<file path="src/rtl/ldg_pkg.sv">
package ldg_pkg;

    // Lattice geometry
    localparam int GRID_SIDE = 64;
    localparam int COORD_W   = $clog2(GRID_SIDE);
    localparam int SIDE_W    = COORD_W + 1;
    localparam int ROW_W     = 2 * COORD_W;
    localparam int ROWS      = GRID_SIDE * GRID_SIDE;

    // Field widths
    localparam int OP_W       = 3;
    localparam int AXIS_W     = 2;
    localparam int STATUS_W   = 3;
    localparam int CNT_W      = 19;
    localparam int CFG_IDX_W  = 2;
    localparam int CFG_DATA_W = 19;

    // Remainder unit: one quotient bit per cycle
    localparam int MOD_W     = 2 * SIDE_W - 1;
    localparam int MOD_CNT_W = $clog2(SIDE_W);

    // Box radii: floor(side * pct / 100) as a reciprocal multiply
    localparam int RADIUS_SHIFT = 19;
    localparam int MULT_W       = RADIUS_SHIFT;
    localparam int PROD_W       = SIDE_W + MULT_W;
    localparam int BIRTH_MULT   = (45 * (2 ** RADIUS_SHIFT)) / 100 + 1;
    localparam int DEATH_MULT   = (49 * (2 ** RADIUS_SHIFT)) / 100 + 1;

    localparam logic [CNT_W-1:0] COUNT_MAX = '1;

    typedef enum logic [OP_W-1:0] {
        OP_CENTRE = 3'd0,
        OP_SEED   = 3'd1,
        OP_LAUNCH = 3'd2,
        OP_STEP   = 3'd3,
        OP_READ   = 3'd4
    } op_t;

    typedef enum logic [STATUS_W-1:0] {
        ST_PLACED    = 3'd0,
        ST_OCCUPIED  = 3'd1,
        ST_OUTSIDE   = 3'd2,
        ST_MOVED     = 3'd3,
        ST_STUCK     = 3'd4,
        ST_DIED      = 3'd5,
        ST_NO_WALKER = 3'd6,
        ST_READ_DONE = 3'd7
    } status_t;

    typedef enum logic [AXIS_W-1:0] {
        AXIS_X = 2'd0,
        AXIS_Y = 2'd1,
        AXIS_Z = 2'd2
    } axis_t;

    typedef enum logic [CFG_IDX_W-1:0] {
        REG_SIDE_X = 2'd0,
        REG_SIDE_Y = 2'd1,
        REG_SIDE_Z = 2'd2,
        REG_TARGET = 2'd3
    } cfg_idx_t;

    typedef enum logic [2:0] {
        S_CLEAR,
        S_IDLE,
        S_MOD,
        S_READ,
        S_EVAL
    } state_t;

    typedef struct packed {
        logic [SIDE_W-1:0]  side;
        logic [COORD_W-1:0] half;
        logic [COORD_W-1:0] seed_off;
        logic [SIDE_W-1:0]  blo;
        logic [SIDE_W-1:0]  bhi;
        logic [SIDE_W-1:0]  dlo;
        logic [SIDE_W-1:0]  dhi;
    } axis_cfg_t;

    typedef struct packed {
        axis_cfg_t [2:0]    axis;
        logic [CNT_W-1:0]   target;
    } cfg_t;

    typedef struct packed {
        logic [OP_W-1:0]    op;
        logic [COORD_W-1:0] pos_x;
        logic [COORD_W-1:0] pos_y;
        logic [COORD_W-1:0] pos_z;
        logic [AXIS_W-1:0]  step_axis;
        logic               step_up;
    } item_t;

    typedef struct packed {
        logic                 clr_step;
        logic                 accept;
        logic                 mod_step;
        logic [MOD_CNT_W-1:0] mod_bit;
        logic                 rd_issue;
        logic                 eval;
    } dp_cmd_t;

    typedef struct packed {
        logic clr_last;
        logic seed_op;
        logic out_free;
    } dp_stat_t;

    function automatic logic [SIDE_W-1:0] eff_side(input logic [SIDE_W-1:0] raw);
        logic [SIDE_W-1:0] s;
        s = raw;
        if (raw == '0)
            s = SIDE_W'(1);
        else if (raw > SIDE_W'(GRID_SIDE))
            s = SIDE_W'(GRID_SIDE);
        return s;
    endfunction

    function automatic logic [COORD_W-1:0] box_radius(input logic [SIDE_W-1:0] s,
                                                      input int mult);
        logic [PROD_W-1:0] prod;
        prod = PROD_W'(s) * PROD_W'(mult);
        return prod[RADIUS_SHIFT +: COORD_W];
    endfunction

    function automatic axis_cfg_t axis_setup(input logic [SIDE_W-1:0] raw);
        axis_cfg_t          c;
        logic [SIDE_W-1:0]  s;
        logic [COORD_W-1:0] h;
        logic [COORD_W-1:0] rb;
        logic [COORD_W-1:0] rd;
        s  = eff_side(raw);
        h  = s[SIDE_W-1:1];
        rb = box_radius(s, BIRTH_MULT);
        rd = box_radius(s, DEATH_MULT);
        c.side     = s;
        c.half     = h;
        c.seed_off = h - rb;
        if (s == SIDE_W'(1)) begin
            // single-cell axis: box test passes for the only on-grid coordinate
            c.blo = '0;
            c.bhi = SIDE_W'(1);
            c.dlo = '0;
            c.dhi = SIDE_W'(1);
        end else begin
            c.blo = {1'b0, h} - {1'b0, rb};
            c.bhi = {1'b0, h} + {1'b0, rb};
            c.dlo = {1'b0, h} - {1'b0, rd};
            c.dhi = {1'b0, h} + {1'b0, rd};
        end
        return c;
    endfunction

    localparam axis_cfg_t AXIS_RESET = axis_setup(SIDE_W'(GRID_SIDE));

endpackage

</file>
<file path="src/rtl/ldg_if.sv">


interface ldg_cfg_if;
    import ldg_pkg::*;
    logic                  valid;
    logic                  ready;
    logic [CFG_IDX_W-1:0]  index;
    logic [CFG_DATA_W-1:0] data;

    modport source (output valid, index, data, input ready);
    modport sink (input valid, index, data, output ready);
endinterface

</file>
<file path="src/rtl/ldg_cfg.sv">
module ldg_cfg (
    input  logic          clk,
    input  logic          rst_n,
    ldg_cfg_if.sink       cfg,
    output ldg_pkg::cfg_t regs
);
    import ldg_pkg::*;

    axis_cfg_t [2:0]  axis_reg;
    logic [CNT_W-1:0] target_reg;

    assign cfg.ready = 1'b1;

    // box bounds are worked out once, when the side is written
    always_ff @(posedge clk or negedge rst_n)
    begin
        if (!rst_n)
        begin
            axis_reg   <= {3{AXIS_RESET}};
            target_reg <= '0;
        end
        else if (cfg.valid && cfg.ready)
        begin
            case (cfg_idx_t'(cfg.index))
                REG_SIDE_X: axis_reg[0] <= axis_setup(cfg.data[SIDE_W-1:0]);
                REG_SIDE_Y: axis_reg[1] <= axis_setup(cfg.data[SIDE_W-1:0]);
                REG_SIDE_Z: axis_reg[2] <= axis_setup(cfg.data[SIDE_W-1:0]);
                REG_TARGET: target_reg  <= cfg.data[CNT_W-1:0];
                default:    target_reg  <= target_reg;
            endcase
        end
    end

    assign regs.axis   = axis_reg;
    assign regs.target = target_reg;

endmodule

</file>
<file path="src/flat_wrapper.sv">
// flat-port wrapper written by rule: the top's interface ports become plain ports
module ldg_cfg_flat import ldg_pkg::*;
  (clk, rst_n, regs, cfg_valid, cfg_index, cfg_data, cfg_ready);
  ldg_cfg_if cfg_i ();
  input  logic clk;
  input  logic rst_n;
  output ldg_pkg::cfg_t regs;
  input wire logic [$bits(cfg_i.valid)-1:0] cfg_valid;
  input wire logic [$bits(cfg_i.index)-1:0] cfg_index;
  input wire logic [$bits(cfg_i.data)-1:0] cfg_data;
  output wire logic [$bits(cfg_i.ready)-1:0] cfg_ready;
  assign cfg_i.valid = cfg_valid;
  assign cfg_i.index = cfg_index;
  assign cfg_i.data = cfg_data;
  assign cfg_ready = cfg_i.ready;
  ldg_cfg u_core (.clk(clk), .rst_n(rst_n), .cfg(cfg_i), .regs(regs));
endmodule
</file>
<file path="config.mk">
export PLATFORM = sky130hd
export DESIGN_NAME = ldg_cfg_flat
export DESIGN_NICKNAME = d
export VERILOG_FILES = /design/src/rtl/ldg_pkg.sv /design/src/rtl/ldg_if.sv /design/src/rtl/ldg_cfg.sv /design/src/flat_wrapper.sv
export SDC_FILE = /design/constraint.sdc
export NUM_CORES = 1
export LEC_CHECK = 0
export ABC_CLOCK_PERIOD_IN_PS = 1900
export CORE_AREA = 5 5 184 186
export DETAILED_ROUTE_END_ITERATION = 12
export DIE_AREA = 0 0 189 191
export DONT_BUFFER_PORTS = 1
export MAX_ROUTING_LAYER = met4
export PLACE_DENSITY = 0.4
export SLEW_MARGIN = 20
export SYNTH_ARGS = -nofsm -noshare
export SYNTH_HDL_FRONTEND = slang
export SYNTH_SLANG_ARGS = --single-unit
export TNS_END_PERCENT = 20
</file>
<file path="constraint.sdc">
create_clock -name clk -period 1.9 [get_ports clk]
set_clock_uncertainty 0.1 [all_clocks]
set_input_delay 0.19 -clock clk [delete_from_list [all_inputs] [get_ports clk]]
set_output_delay 0.19 -clock clk [all_outputs]
set_load 0.01 [all_outputs]
</file>
==> impl_metrics.json, run 1 <==
{
  "grtUsageTotal_pct": 16.28,
  "clk_path_buf_depth": 2,
  "antenna_found_initial": 0,
  "viasPerCell": 4.696,
  "ios": 185,
  "rsz0062_at_grt": "yes",
  "gp_congestion": 0.7884,
  "ys_seq_elements": 142,
  "ir_worst_vdd_v": 0.0008566,
  "violations": "negative hold slack, negative setup slack",
  "worst_hold_slack_ns": -0.6469,
  "fin_nets": 1299,
  "drt_iter0_drc": 234,
  "rows": 66,
  "r2r_start": "u_core.target_reg[3]",
  "syn_to_final_growth_pct": 34.82,
  "drt-pass1-iter-count": 5,
  "endpoint": "u_core.regs[31]",
  "fin_crit_ns": 5.012,
  "ys_types": 58,
  "preCtsSetupSlack_ns": -3.896,
  "antenna_cells": 0,
  "fmax_mhz": 199.5,
  "grt_max_degree": 143,
  "drc_errors": 0,
  "core_um2": 32120,
  "setup_viol": 102,
  "synth-edff-count": 0,
  "cts_max_level": 4,
  "crit_type": "input port to flip-flop",
  "cts_buffers": 17,
  "power_density_nw_per_um2": 1473,
  "slew_headroom_pct": 65.73,
  "cts_tree": "yes",
  "r2r-end": "u_core.target_reg[3]",
  "ant_nets": 0,
  "wl_um": 27920,
  "start_kind": "input port",
  "largest_reg_flops": 123,
  "overflow": 0,
  "die_area_um2": 36100,
  "final-hold-violation-count": 142,
  "post-route-period-util_pct": 263.8,
  "worstSkewPairLatency_ns": 0.43,
  "clkSinkCount": 142,
  "synth_area_um2": 9482,
  "grt_pass1_vias": 7513,
  "ys_async_sr_fraction_pct": 100.0,
  "chipHeight_um": 191,
  "synth_largest_area_cell": "dfrtp_1",
  "synth_top_cell_area_share_pct": 26.39,
  "clk_pin_slew_ns": 0.07,
  "p_total_mw": 18.83,
  "cp-end-kind": "flip-flop",
  "cp.arrival_ns": 5.25,
  "start_util_pct": 29.52,
  "crit_start": "cfg_data[6]",
  "yosysWarnings": 0,
  "cts_hold_buf": 22,
  "fp.dieW_um": 189,
  "wl_per_cell_um": 18.27,
  "cp.required_ns": 2.14,
  "status": "complete, but fails checks",
  "hold_class": "input port to async pin",
  "worstMarginPinSlew_ns": 0.5141,
  "critPathMaxFanout": 10,
  "synth_area_leaders": "dfrtp_1 (26%), ha_1 (16%), dfstp_2 (12%), fa_1 (9.3%), nand2_1 (6.0%)",
  "cts-root-buf": "clkbuf_16",
  "slew_violations": 0,
  "ys_seq_area_share_pct": 38.03,
  "io_buffer_count": 0,
  "hpwl_um": 21940,
  "power_leakage_nw": 6.162,
  "totalNegativeSetupSlack_ns": -273.91,
  "utilization_pct": 39.80,
  "reg2reg_depth": 2,
  "fin_ws_ns": -3.112,
  "syn_avg_cell_area_um2": 10.03,
  "drive_gt1_share_pct": 37.95,
  "synthFlopType": "dfrtp_1",
  "cap_violations": 0,
  "r2r_setup_slack_ns": 0.45,
  "grt_pass1_wl_um": 44470,
  "num_vias": 7176,
  "syn_inst": 945
}
==> worst min path at each step <==
stage                                  endpoint  depth (start not counted)   from
after floorplan                u_core.regs[100]                          0  rst_n
final                      u_core.target_reg[7]                          0  rst_n
after detailed placement   u_core.target_reg[9]                          0  rst_n
after global placement     u_core.target_reg[9]                          0  rst_n
after global routing      u_core.target_reg[12]                          0  rst_n
after CTS                  u_core.target_reg[9]                          0  rst_n
==> Yosys cell counts (15+ instances only) <==
cell,instances
dfstp_2,42
nor2_1,16
clkbuf_1,33
nand2_1,151
o21ai_0,95
fa_1,44
a21o_1,15
mux2_2,19
a21oi_1,26
inv_1,98
dfrtp_1,100
o31ai_1,31
ha_1,124
buf_4,19
xnor2_1,21
==> area by class of cell <==
type	count	area (um^2)
clock buffers	21	480.5
clock inverters	11	128.9
multi-input cells	653	6068
repair buffers	194	1588
flip-flops and latches	142	3606
inverters	99	401.6
well taps	408	510.5
fillers	3188	19340
==> layer usage <==
metal	track usage (%)	up-vias	wire, um
met5	-	-	0
met2	26.56	111	13580
met3	2.922	24	1118
li1	-	3514	-
met1	21.30	3527	12940
met4	3.700	0	283
==> report_power, final <==
group / leakage [nW] / switching (mW) / total, mW / internal [mW]
Sequential: 1.69 / 1.52 / 5.96 / 4.43
Combinational: 4.17 / 4.77 / 9.42 / 4.65
Clock: 0.296 / 1.38 / 3.46 / 2.08
Total: 6.16 / 7.67 / 18.8 / 11.2
==> what timing repair did <==
item                                    4_1_cts  5_1_grt
cloned                                        0        0
pin swaps                                    68       25
endpoints found under the setup margin      102      102
resized for setup                           134       57
setup buffers                                 6        4
hold endpoints to repair                    166      142
==> metrics by stage <==
| stage | cell area (um^2) | cells |
|---|---|---|
| 2_1_floorplan | 9602 | 947 |
| 3_3_place_gp | 11120 | 1467 |
| 3_5_place_dp | 11120 | 1467 |
| 4_1_cts | 12510 | 1525 |
| 5_1_grt | 12780 | 1528 |
| 6_report | 12780 | 1528 |
==> kinds of logic (layout without fill, tap and decap cells) <==
family	count (synthesis)	in the layout	synth area share (%)
other	2	4	0.07921
muxes	19	19	2.257
AOI/OAI and AO/OA	221	221	14.63
and+or+nand+nor	208	208	9.528
buffers and inverters	152	325	6.770
DFF	142	142	38.03
adders and majority gates	168	168	25.65
xor gates and xnor gates	33	33	3.048
==> worst max-delay path: stages <==
cell and delay (ns):
inv_16 0.03, nand2_8 0.07, clkinvlp_4 0.09, fa_2 0.55, inv_2 0.04, fa_1 0.47
inv_1 0.05, fa_1 0.47, inv_1 0.05, fa_1 0.47, inv_1 0.04, ha_1 0.26
and3_4 0.17, a221o_1 0.35, a2111oi_4 0.27, a21oi_2 0.12, buf_4 0.17, o21a_4 0.21
xor2_1 0.14, ha_1 0.32, inv_2 0.07, buf_4 0.13, a21oi_2 0.17, xnor2_2 0.11
o31ai_1 0.22
==> placed cells by master, fill, tap and decap left out, drive strengths merged, types with 22 or more instances in the layout <==
master       count
a21oi           27
buf            172
dfrtp          100
dfstp           42
dlygate4sd3     22
fa              44
ha             124
inv            101
nand2          151
o21ai          107
o31ai           31
No activity file was read; power rests on OpenSTA's default activity.
==> run 2: changes to the inputs <==
- RECOVER_POWER: default -> 100
==> impl_metrics.json, run 2 (synthesis gave the netlist of run 1 again) <==
{
  "fin_nets": 1299,
  "n_fill_cell": 3188,
  "status": "complete, but fails checks",
  "worst_path_max_delay_cell": "fa_2",
  "mostFrequentLayoutCells": "buf_4 (159), nand2_1 (135), ha_1 (105), dfrtp_1 (100), inv_1 (85)",
  "setup_viol": 102,
  "preCtsSetupSlack_ns": -3.896,
  "clockPowerShare_pct": 18.4,
  "gp_congestion": 0.7884,
  "slew_violations": 0,
  "cap_violations": 0,
  "clk_path_buf_depth": 2,
  "busiest_layer": "met2",
  "cts_tree": "yes",
  "final_common_cell": "buf_4",
  "num_vias": 7173,
  "chipHeight_um": 191,
  "p_comb_share_pct": 50.0,
  "clk_pin_slew_ns": 0.07,
  "cp-end-kind": "flip-flop",
  "overflow": 0,
  "post-route-period-util_pct": 263.9,
  "cpPeakStageDelay_ns": 0.55,
  "met1_usage_pct": 21.30,
  "rows": 66,
  "worst_hold_slack_ns": -0.6470,
  "fin_ws_ns": -3.115,
  "cp.required_ns": 2.14,
  "cts_max_level": 4,
  "antenna_found_initial": 0,
  "start_kind": "input port",
  "hold_class": "input port to async pin",
  "ant_nets": 0,
  "wl_um": 27930,
  "critPathTopFamily": "adder cells",
  "power_leakage_nw": 6.158,
  "p_sw_share_pct": 40.76,
  "antenna_cells": 0,
  "viasPerCell": 4.694,
  "violations": "negative hold slack, negative setup slack",
  "cts_buffers": 17,
  "cp.arrival_ns": 5.25,
  "worstSkewPairLatency_ns": 0.43,
  "hpwl_um": 21940,
  "largest_reg_flops": 123,
  "rsz0062_at_grt": "yes",
  "grtUsageMet3_pct": 2.922,
  "drt_iter0_drc": 228,
  "ios": 185,
  "grt_pass1_wl_um": 44470,
  "core_um2": 32120,
  "cts_hold_buf": 22,
  "grt_max_degree": 143,
  "worstMarginPinSlew_ns": 0.5133,
  "syn_to_final_growth_pct": 34.79,
  "slew_headroom_pct": 65.78,
  "met2_usage_pct": 26.56,
  "utilization_pct": 39.78,
  "io_buffer_count": 0,
  "cts-root-buf": "clkbuf_16",
  "start_util_pct": 29.52,
  "switchingPower_mw": 7.677,
  "power.internal_mw": 11.16,
  "drc_errors": 0,
  "fmax_mhz": 199.4,
  "p_total_mw": 18.84,
  "path_buf_inv": 9,
  "die_area_um2": 36100,
  "crit_type": "input port to flip-flop",
  "ir_worst_vdd_v": 0.0008569,
  "power_frac_seq_pct": 31.6,
  "critPathMaxFanout": 10,
  "power_density_nw_per_um2": 1474,
  "fin_crit_ns": 5.015,
  "drive_gt1_share_pct": 37.68,
  "placed_cell_area_um2": 11120,
  "grtUsageTotal_pct": 16.28,
  "final-hold-violation-count": 142,
  "fp.dieW_um": 189,
  "clkSinkCount": 142,
  "grt_pass1_vias": 7513,
  "drt-pass1-iter-count": 5,
  "wl_per_cell_um": 18.28,
  "stdcell_area_um2": 12780
}
## run 2: changes by cell type in the layout (fill, tap and decap cells not counted)
| cell | before | now |
|---|---|---|
| buf_4 | 161 | 159 |
| dfstp_1 | 0 | 2 |
| dfstp_2 | 42 | 40 |
| clkbuf_1 | 0 | 1 |
| clkbuf_4 | 0 | 1 |
## run 2: path summary, 6_finish.rpt
kind	startpoint	endpoint	slack, ns	depth (start not counted)
max in group asynchronous	rst_n	u_core.regs[152]	2.03	0
min reg2reg	u_core.regs[115]	u_core.regs[115]	0.39	2
min	rst_n	u_core.target_reg[7]	-0.65	0
max	cfg_data[6]	u_core.regs[31]	-3.11	25
max reg2reg	u_core.target_reg[3]	u_core.target_reg[3]	0.45	2
min in group clk	cfg_data[6]	u_core.regs[46]	0.03	4
## run 2: per-layer routing
layer  routed length [um]  part of all wire, %
met3                 1113                  4.0
met5                    0                    0
met2                13570                   49
met1                12960                   46
met4                  283                  1.0
## run 2: layout make-up
cell class	instances	area [um^2]	area share [%]
tap	408	510.5	3.995
multi-input combinational	653	6068	47.48
timing repair buffer	194	1584	12.39
clock inverter	11	128.9	1.008
clock buffer	21	480.5	3.760
sequential	142	3606	28.22
inverter	99	401.6	3.143
## run 2: per-stage QoR
step	instances	setup TNS [ns]
after detailed placement	1467	-354.83
after global routing	1528	-297.83
after CTS	1525	-273.71
final	1528	-273.94
after floorplan	947	-315.64
after global placement	1467	-352.62
## run 2: what timing repair did
action | in CTS | in global routing
buffers inserted | 6 | 4
hold endpoints to repair | 166 | 142
endpoints found under the setup margin | 102 | 102
resized for setup | 134 | 57
pin swaps | 68 | 25
## run 2: power by group through the flow
stage | clock [mW] | combinational, mW | sequential, mW
3_5_place_dp | 0 | 7.32 | 6.06
2_1_floorplan | 0 | 4.34 | 5.55
5_1_grt | 3.67 | 10.4 | 6.11
6_report | 3.46 | 9.42 | 5.95
4_1_cts | 3.54 | 8.90 | 6.02
3_3_place_gp | 0 | 7.32 | 6.06
## run 2: worst register-to-register path, cell delays in order (launching register included)
cell,delay [ns]
dfrtp_1,0.42
mux2_2,0.27
dlygate4sd3_1,0.55
