### src/rtl/ldg_pkg.sv
package ldg_pkg;

    // Lattice geometry
    localparam int GRID_SIDE = 64;
    localparam int COORD_W   = $clog2(GRID_SIDE);
    localparam int SIDE_W    = COORD_W + 1;
    localparam int ROW_W     = 2 * COORD_W;
    localparam int ROWS      = GRID_SIDE * GRID_SIDE;

    // Field widths
    localparam int OP_W       = 3;
    localparam int AXIS_W     = 2;
    localparam int STATUS_W   = 3;
    localparam int CNT_W      = 19;
    localparam int CFG_IDX_W  = 2;
    localparam int CFG_DATA_W = 19;

    // Remainder unit: one quotient bit per cycle
    localparam int MOD_W     = 2 * SIDE_W - 1;
    localparam int MOD_CNT_W = $clog2(SIDE_W);

    // Box radii: floor(side * pct / 100) as a reciprocal multiply
    localparam int RADIUS_SHIFT = 19;
    localparam int MULT_W       = RADIUS_SHIFT;
    localparam int PROD_W       = SIDE_W + MULT_W;
    localparam int BIRTH_MULT   = (45 * (2 ** RADIUS_SHIFT)) / 100 + 1;
    localparam int DEATH_MULT   = (49 * (2 ** RADIUS_SHIFT)) / 100 + 1;

    localparam logic [CNT_W-1:0] COUNT_MAX = '1;

    typedef enum logic [OP_W-1:0] {
        OP_CENTRE = 3'd0,
        OP_SEED   = 3'd1,
        OP_LAUNCH = 3'd2,
        OP_STEP   = 3'd3,
        OP_READ   = 3'd4
    } op_t;

    typedef enum logic [STATUS_W-1:0] {
        ST_PLACED    = 3'd0,
        ST_OCCUPIED  = 3'd1,
        ST_OUTSIDE   = 3'd2,
        ST_MOVED     = 3'd3,
        ST_STUCK     = 3'd4,
        ST_DIED      = 3'd5,
        ST_NO_WALKER = 3'd6,
        ST_READ_DONE = 3'd7
    } status_t;

    typedef enum logic [AXIS_W-1:0] {
        AXIS_X = 2'd0,
        AXIS_Y = 2'd1,
        AXIS_Z = 2'd2
    } axis_t;

    typedef enum logic [CFG_IDX_W-1:0] {
        REG_SIDE_X = 2'd0,
        REG_SIDE_Y = 2'd1,
        REG_SIDE_Z = 2'd2,
        REG_TARGET = 2'd3
    } cfg_idx_t;

    typedef enum logic [2:0] {
        S_CLEAR,
        S_IDLE,
        S_MOD,
        S_READ,
        S_EVAL
    } state_t;

    typedef struct packed {
        logic [SIDE_W-1:0]  side;
        logic [COORD_W-1:0] half;
        logic [COORD_W-1:0] seed_off;
        logic [SIDE_W-1:0]  blo;
        logic [SIDE_W-1:0]  bhi;
        logic [SIDE_W-1:0]  dlo;
        logic [SIDE_W-1:0]  dhi;
    } axis_cfg_t;

    typedef struct packed {
        axis_cfg_t [2:0]    axis;
        logic [CNT_W-1:0]   target;
    } cfg_t;

    typedef struct packed {
        logic [OP_W-1:0]    op;
        logic [COORD_W-1:0] pos_x;
        logic [COORD_W-1:0] pos_y;
        logic [COORD_W-1:0] pos_z;
        logic [AXIS_W-1:0]  step_axis;
        logic               step_up;
    } item_t;

    typedef struct packed {
        logic                 clr_step;
        logic                 accept;
        logic                 mod_step;
        logic [MOD_CNT_W-1:0] mod_bit;
        logic                 rd_issue;
        logic                 eval;
    } dp_cmd_t;

    typedef struct packed {
        logic clr_last;
        logic seed_op;
        logic out_free;
    } dp_stat_t;

    function automatic logic [SIDE_W-1:0] eff_side(input logic [SIDE_W-1:0] raw);
        logic [SIDE_W-1:0] s;
        s = raw;
        if (raw == '0)
            s = SIDE_W'(1);
        else if (raw > SIDE_W'(GRID_SIDE))
            s = SIDE_W'(GRID_SIDE);
        return s;
    endfunction

    function automatic logic [COORD_W-1:0] box_radius(input logic [SIDE_W-1:0] s,
                                                      input int mult);
        logic [PROD_W-1:0] prod;
        prod = PROD_W'(s) * PROD_W'(mult);
        return prod[RADIUS_SHIFT +: COORD_W];
    endfunction

    function automatic axis_cfg_t axis_setup(input logic [SIDE_W-1:0] raw);
        axis_cfg_t          c;
        logic [SIDE_W-1:0]  s;
        logic [COORD_W-1:0] h;
        logic [COORD_W-1:0] rb;
        logic [COORD_W-1:0] rd;
        s  = eff_side(raw);
        h  = s[SIDE_W-1:1];
        rb = box_radius(s, BIRTH_MULT);
        rd = box_radius(s, DEATH_MULT);
        c.side     = s;
        c.half     = h;
        c.seed_off = h - rb;
        if (s == SIDE_W'(1)) begin
            // single-cell axis: box test passes for the only on-grid coordinate
            c.blo = '0;
            c.bhi = SIDE_W'(1);
            c.dlo = '0;
            c.dhi = SIDE_W'(1);
        end else begin
            c.blo = {1'b0, h} - {1'b0, rb};
            c.bhi = {1'b0, h} + {1'b0, rb};
            c.dlo = {1'b0, h} - {1'b0, rd};
            c.dhi = {1'b0, h} + {1'b0, rd};
        end
        return c;
    endfunction

    localparam axis_cfg_t AXIS_RESET = axis_setup(SIDE_W'(GRID_SIDE));

endpackage

### src/rtl/ldg_ctrl.sv
module ldg_ctrl (
    input  logic              clk,
    input  logic              rst_n,
    input  logic              in_valid,
    output logic              in_ready,
    input  ldg_pkg::dp_stat_t stat,
    output ldg_pkg::dp_cmd_t  cmd
);
    import ldg_pkg::*;

    localparam logic [MOD_CNT_W-1:0] MOD_TOP = MOD_CNT_W'(SIDE_W - 1);

    state_t               state_reg;
    state_t               state_next;
    logic [MOD_CNT_W-1:0] mod_cnt_reg;
    logic [MOD_CNT_W-1:0] mod_cnt_next;

    always_ff @(posedge clk or negedge rst_n)
    begin
        if (!rst_n)
        begin
            state_reg   <= S_CLEAR;
            mod_cnt_reg <= '0;
        end
        else
        begin
            state_reg   <= state_next;
            mod_cnt_reg <= mod_cnt_next;
        end
    end

    always_comb
    begin
        state_next   = state_reg;
        mod_cnt_next = mod_cnt_reg;
        in_ready     = 1'b0;
        cmd          = '0;
        cmd.mod_bit  = mod_cnt_reg;
        case (state_reg)
            S_CLEAR:
            begin
                cmd.clr_step = 1'b1;
                if (stat.clr_last)
                    state_next = S_IDLE;
            end
            S_IDLE:
            begin
                in_ready = 1'b1;
                if (in_valid)
                begin
                    cmd.accept = 1'b1;
                    if (stat.seed_op)
                    begin
                        state_next   = S_MOD;
                        mod_cnt_next = MOD_TOP;
                    end
                    else
                        state_next = S_EVAL;
                end
            end
            S_MOD:
            begin
                cmd.mod_step = 1'b1;
                if (mod_cnt_reg == '0)
                    state_next = S_READ;
                else
                    mod_cnt_next = mod_cnt_reg - MOD_CNT_W'(1);
            end
            S_READ:
            begin
                cmd.rd_issue = 1'b1;
                state_next   = S_EVAL;
            end
            S_EVAL:
            begin
                if (stat.out_free)
                begin
                    cmd.eval   = 1'b1;
                    state_next = S_IDLE;
                end
            end
            default:
            begin
                state_next = S_CLEAR;
            end
        endcase
    end

endmodule

### config.mk
export PLATFORM = sky130hd
export DESIGN_NAME = ldg_ctrl
export DESIGN_NICKNAME = d
export VERILOG_FILES = /design/src/rtl/ldg_pkg.sv /design/src/rtl/ldg_ctrl.sv
export SDC_FILE = /design/constraint.sdc
export NUM_CORES = 1
export LEC_CHECK = 0
export ABC_AREA = 1
export BUFFER_PORTS_ARGS = -buffer_cell sky130_fd_sc_hd__buf_2
export CORE_AREA = 2 2 39 41
export DETAILED_ROUTE_END_ITERATION = 10
export DIE_AREA = 0 0 41 43
export MAX_ROUTING_LAYER = met4
export SLEW_MARGIN = 5
export SYNTH_ARGS = -nofsm -noshare
export SYNTH_HDL_FRONTEND = slang
export SYNTH_SLANG_ARGS = --single-unit
### constraint.sdc
create_clock -name clk -period 2.79 [get_ports clk]
set_input_delay 0.6975 -clock clk [delete_from_list [all_inputs] [get_ports clk]]
set_output_delay 0.6975 -clock clk [all_outputs]
set_load 0.05 [all_outputs]
==> results of run 1 <==
## cell usage after synthesis
library cell                n  share of area
sky130_fd_sc_hd__inv_1      8          0.068
sky130_fd_sc_hd__nor2_4     2          0.051
sky130_fd_sc_hd__nand2_2    4          0.056
sky130_fd_sc_hd__nand3_4    1          0.040
sky130_fd_sc_hd__nor2_1     5          0.042
sky130_fd_sc_hd__inv_2      2          0.017
sky130_fd_sc_hd__ha_1       2          0.056
sky130_fd_sc_hd__a21oi_1    1          0.011
sky130_fd_sc_hd__clkinv_2   1          0.011
sky130_fd_sc_hd__nand3_2    1          0.023
sky130_fd_sc_hd__nand3_1    6          0.068
sky130_fd_sc_hd__nor2_2     1          0.014
sky130_fd_sc_hd__dfrtp_1    6           0.34
sky130_fd_sc_hd__nor3_1     2          0.023
sky130_fd_sc_hd__nand2_1   19           0.16
sky130_fd_sc_hd__xnor2_1    1          0.020
## layer usage
layer	part of all wire	vias to the layer above
li1	-	223
met1	0.45	177
met2	0.50	6
met3	0.043	2
met4	0.0096	0
met5	0	-
## power groups by stage
stage	Combinational, mW	Sequential (mW)	Clock [mW]
2_1_floorplan	0.353	0.244	0
5_1_grt	0.576	0.177	0.0819
6_report	0.519	0.175	0.0741
4_1_cts	0.529	0.174	0.0800
3_3_place_gp	0.522	0.176	0
3_5_place_dp	0.527	0.175	0
## cell usage in the layout (no fill, tap or decap), types with 2 or more instances in the layout
cell type                  synthesis  routed
sky130_fd_sc_hd__nand2_2           4       4
sky130_fd_sc_hd__ha_1              2       2
sky130_fd_sc_hd__clkbuf_4          0       3
sky130_fd_sc_hd__inv_1             8       8
sky130_fd_sc_hd__nand3_1           6       6
sky130_fd_sc_hd__nor2_4            2       2
sky130_fd_sc_hd__dfrtp_1           6       6
sky130_fd_sc_hd__nand2_1          19      19
sky130_fd_sc_hd__nor3_1            2       2
sky130_fd_sc_hd__inv_2             2       2
sky130_fd_sc_hd__nor2_1            5       5
sky130_fd_sc_hd__buf_2             0      14
## cell type report
class / instances / area [um2] / share of cell area
Multi-Input combinational cell: 45 / 250 / 0.450
Sequential cell: 6 / 150 / 0.270
Timing Repair Buffer: 14 / 70.1 / 0.126
Inverter: 11 / 42.5 / 0.0766
Clock buffer: 3 / 22.5 / 0.0405
Tap cell: 16 / 20.0 / 0.0360
## kinds of logic (layout without fill, tap and decap cells)
| kind of cell | Yosys count | count (layout) | synth area share |
|---|---|---|---|
| AOI/OAI and AO/OA | 1 | 1 | 0.0113 |
| xor gates and xnor gates | 1 | 1 | 0.0198 |
| adders and majority gates | 2 | 2 | 0.0565 |
| buffers and inverters | 11 | 28 | 0.0960 |
| DFF | 6 | 6 | 0.339 |
| and+or+nand+nor | 41 | 41 | 0.477 |
## per-stage QoR
step	hold slack [ps]	area, um2	util	std cells
floorplan	402	443	-	62
CTS	265	556	0.401	95
global route	275	556	0.401	95
detailed placement	523	533	0.385	92
finish	274	556	0.401	95
global placement	521	533	0.385	92
## path summary, 6_finish.rpt
check / slack [ps] / from / cells after the start / end
hold reg to reg: 530 / mod_cnt_reg[1] / 2 / mod_cnt_reg[1]
min in group clk: 530 / mod_cnt_reg[1] / 2 / mod_cnt_reg[1]
max in group asynchronous: 2380 / rst_n / 1 / mod_cnt_reg[0]
setup reg to reg: 1580 / mod_cnt_reg[0] / 8 / state_reg[2]
setup / recovery: 750 / state_reg[1] / 4 / cmd[0]
hold / removal: 270 / rst_n / 1 / mod_cnt_reg[1]
## worst max-delay path: cells and delay by family, from the launching register on
family        cells  cell delay, ps
buf+inv           2             370
flops             1             440
simple gates      2             300
==> run_results.csv, run 1 <==
group,metric,value,unit
sta,achievable-frequency,489,MHz
setup_path,longest_individual_stage_delay_on_the_worst_path,440,ps
logic_synthesis,yosysWarningCount,0,
sta,setup_total_negative_slack,0,ps
layout,nFillCells,165,
floorplanning,die_area,1760,um2
floorplanning,rows,14,
global_route,grtUsageMet3,0.0157,
global_route,use_met2,0.172,
sta,tightestPinTransition,251,ps
floorplanning,initial_core_util,0.320,
global_route,grt_util_all_layers,0.123,
route,drt_pre_antenna_iters,1,
pwr,p_total,0.768,mW
sta,timing.final.max_slew_violations,0,
layout,area_growth_syn_to_layout,25.4,%
placement,dp.final_hpwl,734,um
route,post-route-drc-count,0,
sta,timing.clock.skew,0.245,ps
layout,antenna_cells,0,
clock_tree,cts.reportedPaths.clkPinSlew,40,ps
pwr,leakage,0.332,nW
logic_synthesis,syn_area,443,um2
setup_path,cp_max_stage_cell,"sky130_fd_sc_hd__dfrtp_1",
sta,post-route-worst-setup-slack,747,ps
pwr,net_load_switching_power,0.451,mW
route,route.vias.total,408,
status,status,"finished clean",
pwr,cellPowerDensity,1380,nW/um2
route,routed_wirelength,834,um
placement,post-place-ws,819,ps
global_route,gr-usage-met1,0.149,
job,maxCapViolations,0,
setup_path,cp_cell_sequence,"nor2_1 -> inv_1 -> nor3_1 -> buf_2",
setup_path,required,2090,ps
pwr,share_of_total_power_consumed_by_net_switching,0.588,
logic_synthesis,count_of_mapped_cells_out_of_synthesis,62,
floorplanning,floorplan.die.width,41,um
pwr,seqPwrFrac,0.228,
setup_path,cp_data_arrival_time,1350,ps
clock_tree,clk-insertion-delay-late,230,ps
global_route,gr_peak_layer,"met2",
clock_tree,cts-resized-gates,0,
min_path,timing.hold.worst.class,"primary input to async pin",
sta,timing_hold_violations_final,0,
floorplanning,fp.dieH,43,um
setup_path,worstSetupEndpointType,"primary output",
logic_synthesis,synth.net_count,70,
clock_tree,htree_levels,1,
clock_tree,cell_chosen_for_the_clock_root,"sky130_fd_sc_hd__clkbuf_4",
global_route,grt_pass1_wl,1.39,mm
route,detail_route.iter0.violations,0,
clock_tree,cts_tree,"built",
logic_synthesis,synth_area_per_cell,7.14,um2
logic_synthesis,postSynthRegisterBits,6,
placement,io_buffer_count,14,
setup_path,setup.worst_path.class,"register to primary output",
global_route,globalRoute.totalOverflow,0,
setup_path,crit_fanout,4,
logic_synthesis,seq_area_frac_synth,0.339,
global_route,pin_count_of_the_biggest_net_entering_global_routing,7,
sta,fin_crit,2040,ps
placement,gp_congestion,0.691,
sta,grt_setup_unrepaired,"no",
pwr,power_frac_comb,0.676,
clock_tree,cts_sinks,6,
logic_synthesis,synth_cell_type_count,16,
floorplanning,ports_placed_on_the_boundary,15,
clock_tree,ctsHoldBuffers,0,
sta,setup_viol_count_final,0,
clock_tree,cts-root-to-sink-buffers,2,
pwr,share_of_power_burned_in_the_clock_network,0.096,
pwr,internal-power,0.317,mW
global_route,grt_antenna_before_repair,0,
floorplanning,core_region_area,1380,um2
global_route,first_global_vias,378,
sta,final.period_utilization,0.732,
layout,final_nets,89,
setup_path,setup.worst_path.start_class,"register",
clock_tree,numCtsBuffers,3,
pwr,peakVddDrop,545,uV
clock_tree,postCtsSetupBuffers,0,
layout,drive_above_1_share,0.367,
sta,slew_headroom,0.834,
route,detail_route.vias_per_cell,4.29,
route,wl_per_cell,8.78,um
route,postRouteAntennaNets,0,
(Power assumes the default switching activity.)
==> run 2, diff against run 1 <==
--- a/config.mk
+++ b/config.mk
@@ -5,7 +5,7 @@
 export SDC_FILE = /design/constraint.sdc
 export NUM_CORES = 1
 export LEC_CHECK = 0
-export ABC_AREA = 1
+export ABC_AREA = 0
 export BUFFER_PORTS_ARGS = -buffer_cell sky130_fd_sc_hd__buf_2
 export CORE_AREA = 2 2 39 41
 export DETAILED_ROUTE_END_ITERATION = 10
==> constraint.sdc (replaced) <==
create_clock -name clk -period 1.84 [get_ports clk]
set_input_delay 0.46 -clock clk [delete_from_list [all_inputs] [get_ports clk]]
set_output_delay 0.46 -clock clk [all_outputs]
set_load 0.05 [all_outputs]
==> run 2 against run 1 <==
Compared with the run above: critical path depth shrank 1; synthesized cell count shrank 32%; worst setup slack lost 710 ps; critical endpoint is now cmd[5]; first-iteration DRC count grew 4; via count shrank 9.8%; count of clock-buffer cells in the layout is the same; highest routed layer unchanged; global-route usage shrank 0.42 points; hold slack lost 240 ps.
==> run_results.csv, run 2 <==
group,metric,value,unit
status,status,"finished clean",
placement,gp_congestion,0.640,
logic_synthesis,synthTopCellsByCount,"sky130_fd_sc_hd__dfrtp_1 (6), sky130_fd_sc_hd__inv_1 (4), sky130_fd_sc_hd__nor2_1 (4)",
logic_synthesis,ys.flop_type,"sky130_fd_sc_hd__dfrtp_1",
floorplanning,floorplan.die.width,41,um
sta,grt_setup_unrepaired,"no",
global_route,grt_antenna_before_repair,0,
route,postRouteAntennaNets,0,
logic_synthesis,synth_cell_type_count,26,
route,detail_route.vias_per_cell,4.78,
route,detail_route.iter0.violations,4,
placement,dp.final_hpwl,686,um
setup_path,required,1380,ps
route,wl_met1,376,um
layout,antenna_cells,0,
layout,postLayoutCoreUtil,0.398,
global_route,grt_util_all_layers,0.118,
layout,final_nets,71,
logic_synthesis,yosys-top-cells-area,"sky130_fd_sc_hd__dfrtp_1 (37%), sky130_fd_sc_hd__ha_1 (6.2%), sky130_fd_sc_hd__mux2_2 (5.6%)",
setup_path,setup.worst_path.start_class,"register",
clock_tree,clk-insertion-delay-late,230,ps
global_route,globalRoute.totalOverflow,0,
route,dr.max_layer_used,"met4",
floorplanning,ports_placed_on_the_boundary,15,
route,drt_pre_antenna_iters,2,
logic_synthesis,postSynthRegisterBits,6,
floorplanning,die_area,1760,um2
global_route,grt_pass1_wl,1.34,mm
layout,layout.cells.most_common_list,"sky130_fd_sc_hd__buf_2 (12), sky130_fd_sc_hd__dfrtp_1 (5), sky130_fd_sc_hd__inv_1 (4), sky130_fd_sc_hd__clkbuf_4 (4)",
clock_tree,cell_chosen_for_the_clock_root,"sky130_fd_sc_hd__clkbuf_4",
setup_path,cp_cell_sequence,"or3b_4 -> clkinv_2 -> buf_8",
floorplanning,initial_core_util,0.292,
logic_synthesis,ys_async_sr_fraction,1.00,
setup_path,worstReg2RegStart,"state_reg[0]",
sta,finalHoldWorstSlack,37.0,ps
setup_path,crit_fanout,6,
logic_synthesis,synth.net_count,50,
layout,drive_above_1_share,0.492,
floorplanning,fp.dieH,43,um
setup_path,longest_individual_stage_delay_on_the_worst_path,440,ps
setup_path,critPathTopFamily,"simple AND/OR/NAND/NOR gates",
clock_tree,numCtsBuffers,3,
logic_synthesis,edff_count_synth,0,
sta,timing_hold_violations_final,0,
placement,place.detailed.instances,74,
floorplanning,rows,14,
logic_synthesis,synth_area_per_cell,9.62,um2
setup_path,crit_path_start,"state_reg[0]",
clock_tree,cts_tree,"built",
global_route,first_global_vias,335,
logic_synthesis,post-synth-top-area-cell,"sky130_fd_sc_hd__dfrtp_1",
sta,fin_crit,1800,ps
setup_path,cp_max_stage_cell,"sky130_fd_sc_hd__or3b_4",
logic_synthesis,yosys.cell_count.top_type,"sky130_fd_sc_hd__dfrtp_1",
route,wl_per_cell,10.9,um
setup_path,worstSetupEndpointType,"primary output",
setup_path,critical_path_buf_inv_count,2,
logic_synthesis,seq_area_frac_synth,0.372,
clock_tree,htree_levels,1,
placement,io_buffer_count,14,
clock_tree,cts.reportedPaths.clkPinSlew,40,ps
logic_synthesis,yosysWarningCount,0,
sta,tightestPinTransition,269,ps
logic_synthesis,count_of_mapped_cells_out_of_synthesis,42,
setup_path,cp_data_arrival_time,1340,ps
route,met2WireLength,412,um
layout,finish.cell_count_without_fillers,77,
global_route,pin_count_of_the_biggest_net_entering_global_routing,9,
layout,area_growth_syn_to_layout,36.2,%
placement,place_area,514,um2
sta,slew_headroom,0.820,
route,post-route-drc-count,0,
sta,achievable-frequency,556,MHz
sta,timing.final.max_slew_violations,0,
layout,mostFrequentLayoutCell,"sky130_fd_sc_hd__buf_2",
logic_synthesis,yosysTopAreaCellShare,0.372,
floorplanning,core_region_area,1380,um2
sta,final.period_utilization,0.977,
layout,nFillCells,149,
clock_tree,cts-root-to-sink-buffers,2,
clock_tree,cts_sinks,6,
setup_path,timing.reg2reg.setup_slack,520,ps
layout,final_cell_area,551,um2
job,maxCapViolations,0,
route,wl_met3,38,um
sta,setup_viol_count_final,0,
min_path,timing.hold.worst.class,"primary input to async pin",
route,routed_wirelength,836,um
setup_path,setup.worst_path.class,"register to primary output",
route,route.vias.total,368,
sta,timing.clock.skew,0.908,ps
logic_synthesis,syn_area,404,um2
-- run 2: cell count changes after synthesis, moves of 2 or more --
cell                       before  now
sky130_fd_sc_hd__nand2_1       19    1
sky130_fd_sc_hd__nand3_1        6    0
sky130_fd_sc_hd__nor2b_1        0    2
sky130_fd_sc_hd__nand2_2        4    0
sky130_fd_sc_hd__inv_2          2    0
sky130_fd_sc_hd__nand2b_1       0    2
sky130_fd_sc_hd__mux2_2         0    2
sky130_fd_sc_hd__nor2_4         2    0
sky130_fd_sc_hd__inv_1          8    4
-- run 2: cell type report --
cell class / instances / area [um2] / share of cell area
Clock buffer: 3 / 22.5 / 0.0409
Inverter: 5 / 20.0 / 0.0364
Multi-Input combinational cell: 30 / 231 / 0.420
Sequential cell: 6 / 151 / 0.275
Timing Repair Buffer: 17 / 105 / 0.191
Tap cell: 16 / 20.0 / 0.0364
-- run 2: worst register-to-register path, cell delays in order (launching register included) --
cell and delay, ps:
sky130_fd_sc_hd__dfrtp_2 430, sky130_fd_sc_hd__or3b_4 440, sky130_fd_sc_hd__clkinv_2 90, sky130_fd_sc_hd__nand2b_1 80, sky130_fd_sc_hd__a21o_1 160
-- run 2: worst paths after layout --
kind                                  endpoint  cells after the start
worst max-delay path                    cmd[5]                      3
worst min-delay path              state_reg[1]                      1
worst max register to register  mod_cnt_reg[1]                      4
worst min register to register  mod_cnt_reg[0]                      1
max in group asynchronous         state_reg[0]                      1
min in group clk                  state_reg[2]                      2
-- run 2: kinds of logic (layout without fill, tap and decap cells) --
kind of cell | count (synthesis) | count (layout) | synth area share
and+or+nand+nor | 15 | 15 | 0.211
AOI/OAI and AO/OA | 10 | 10 | 0.201
DFF | 6 | 6 | 0.372
buffers and inverters | 6 | 25 | 0.0774
adders and majority gates | 2 | 2 | 0.0619
muxes | 2 | 2 | 0.0557
xor gates and xnor gates | 1 | 1 | 0.0217
-- run 2: what timing repair did --
| action | in CTS | in global routing |
|---|---|---|
| setup buffers | 0 | 0 |
| resized for setup | 2 | 3 |
| setup endpoints to repair | 1 | 2 |
| hold buffers | 0 | 0 |
-- run 2: routing by layer --
| metal | track usage | vias to the layer above |
|---|---|---|
| met5 | - | - |
| met4 | 0.100 | 0 |
| met3 | 0.0157 | 2 |
| met2 | 0.147 | 8 |
| met1 | 0.162 | 173 |
| li1 | - | 185 |
-- run 2: per-stage QoR --
stage,setup WS [ps],setup TNS [ps]
3_3_place_gp,196,0
3_5_place_dp,184,0
4_1_cts,13.2,0
5_1_grt,3.80,0
2_1_floorplan,-168,-168
6_report,41.8,0
Power of run 2 is not shown: default switching activity piles up to over one toggle a cycle in this logic, so the estimate is an artifact.
==> run 3, diff against run 2 <==
==> constraint.sdc (replaced) <==
create_clock -name clk -period 2.1 [get_ports clk]
set_input_delay 0.525 -clock clk [delete_from_list [all_inputs] [get_ports clk]]
set_output_delay 0.525 -clock clk [all_outputs]
set_load 0.05 [all_outputs]
==> run 3 against run 2 <==
Compared with the run above: hold slack improved by 63 ps; first-iteration DRC count decreased by 50%; register-to-register slack improved by 240 ps; count of clock-buffer cells in the layout unchanged; non-clock buffer count decreased by 3; die area unchanged; wire length increased by 0.48%.
==> run_results.csv, run 3 (synthesized netlist as in run 2, its figures left out) <==
group,metric,value,unit
floorplanning,ports_placed_on_the_boundary,15,
sta,timing_hold_violations_final,0,
placement,dp.final_hpwl,685,um
sta,timing.clock.skew,0.779,ps
clock_tree,cts.reportedPaths.clkPinSlew,40,ps
setup_path,setup.worst_path.class,"register to primary output",
route,detail_route.vias_per_cell,4.70,
global_route,first_global_vias,356,
route,drt_pre_antenna_iters,2,
floorplanning,fp.dieH,43,um
setup_path,setup.worst_path.start_class,"register",
setup_path,worstSetupEndpointType,"primary output",
clock_tree,cell_chosen_for_the_clock_root,"sky130_fd_sc_hd__clkbuf_4",
setup_path,crit_fanout,9,
layout,antenna_cells,0,
global_route,globalRoute.totalOverflow,0,
clock_tree,clk-insertion-delay-late,240,ps
setup_path,longest_individual_stage_delay_on_the_worst_path,460,ps
sta,finalHoldWorstSlack,99.6,ps
sta,slew_headroom,0.818,
clock_tree,cts_tree,"built",
clock_tree,htree_levels,1,
global_route,grt_util_all_layers,0.127,
clock_tree,cts_sinks,6,
global_route,grt_pass1_wl,1.44,mm
floorplanning,die_area,1760,um2
layout,final_nets,68,
sta,setup_viol_count_final,0,
status,status,"finished clean",
global_route,grt_antenna_before_repair,0,
floorplanning,rows,14,
route,postRouteAntennaNets,0,
global_route,pin_count_of_the_biggest_net_entering_global_routing,10,
layout,drive_above_1_share,0.448,
min_path,timing.hold.worst.class,"primary input to async pin",
floorplanning,initial_core_util,0.292,
sta,setup_total_negative_slack,0,ps
job,maxCapViolations,0,
layout,area_growth_syn_to_layout,27.2,%
sta,achievable-frequency,497,MHz
placement,place_area,487,um2
setup_path,cp_cell_sequence,"or3b_4 -> clkinv_2 -> buf_2",
clock_tree,cts-root-to-sink-buffers,2,
clock_tree,ctsHoldBuffers,0,
route,post-route-drc-count,0,
setup_path,cp_data_arrival_time,1490,ps
route,detail_route.iter0.violations,2,
sta,timing.final.max_slew_violations,0,
layout,final_cell_area,514,um2
sta,grt_setup_unrepaired,"no",
setup_path,required,1570,ps
sta,fin_crit,2010,ps
route,route.vias.total,348,
sta,final.period_utilization,0.959,
setup_path,cp_max_stage_cell,"sky130_fd_sc_hd__dfrtp_1",
clock_tree,numCtsBuffers,3,
floorplanning,floorplan.die.width,41,um
route,routed_wirelength,840,um
route,wl_per_cell,11.4,um
sta,tightestPinTransition,272,ps
placement,io_buffer_count,14,
layout,mostFrequentLayoutCell,"sky130_fd_sc_hd__buf_2",
placement,gp_congestion,0.672,
floorplanning,core_region_area,1380,um2
layout,layout.cells.most_common_list,"sky130_fd_sc_hd__buf_2 (13), sky130_fd_sc_hd__dfrtp_1 (6), sky130_fd_sc_hd__inv_1 (4), sky130_fd_sc_hd__clkbuf_4 (4), sky130_fd_sc_hd__nor2_1 (3)",
-- run 3: cell types whose count changed in the layout (fill, tap and decap cells not counted) --
cell | previous run | this run
sky130_fd_sc_hd__buf_4 | 3 | 0
sky130_fd_sc_hd__buf_2 | 12 | 13
sky130_fd_sc_hd__buf_8 | 1 | 0
sky130_fd_sc_hd__dfrtp_1 | 5 | 6
sky130_fd_sc_hd__dfrtp_2 | 1 | 0
sky130_fd_sc_hd__nand2b_1 | 2 | 1
sky130_fd_sc_hd__nand2b_2 | 0 | 1
sky130_fd_sc_hd__nor3_1 | 1 | 2
sky130_fd_sc_hd__nor3_2 | 1 | 0
-- run 3: worst max-delay path, delay by kind of cell, from the launching register on --
kind | cells | cell delay (ps)
buffers and inverters | 2 | 330
AND/OR/NAND/NOR | 1 | 450
flip-flops | 1 | 460
-- run 3: per-stage QoR --
stage,worst slack [ps],instances,util
after floorplan,14.0,42,-
after global placement,334,71,0.352
after detailed placement,307,71,0.352
after CTS,42.0,74,0.368
after global routing,11.9,74,0.372
final,86.7,74,0.372
-- run 3: layer usage --
layer | vias to the layer above | global-route usage | routed length, um
met4 | 0 | 0.120 | 9
met1 | 156 | 0.151 | 388
li1 | 181 | - | -
met5 | - | - | 0
met3 | 2 | 0.0157 | 49
met2 | 9 | 0.175 | 393
-- run 3: final timing paths --
kind                                 from        endpoint  slack (ps)  cells past startpoint
max                          state_reg[1]          cmd[5]          90                      3
min                                 rst_n  mod_cnt_reg[1]         100                      1
max reg2reg                  state_reg[1]  mod_cnt_reg[1]         760                      4
min reg2reg                mod_cnt_reg[0]  mod_cnt_reg[0]         500                      1
max in group asynchronous           rst_n    state_reg[0]        1860                      1
min in group clk           mod_cnt_reg[0]  mod_cnt_reg[0]         500                      1
-- run 3: timing repair --
action,4_1_cts,5_1_grt
gates resized for setup,0,2
setup endpoints to repair,0,1
buffers inserted,0,0
-- run 3: layout make-up --
class | instances | area (um2)
Tap cell | 16 | 20.0
Timing Repair Buffer | 14 | 72.6
Fill cell | 146 | 870
Inverter | 5 | 20.0
Multi-Input combinational cell | 30 | 229
Clock buffer | 3 | 22.5
Sequential cell | 6 | 150
Power of run 3 is left out for the same reason.
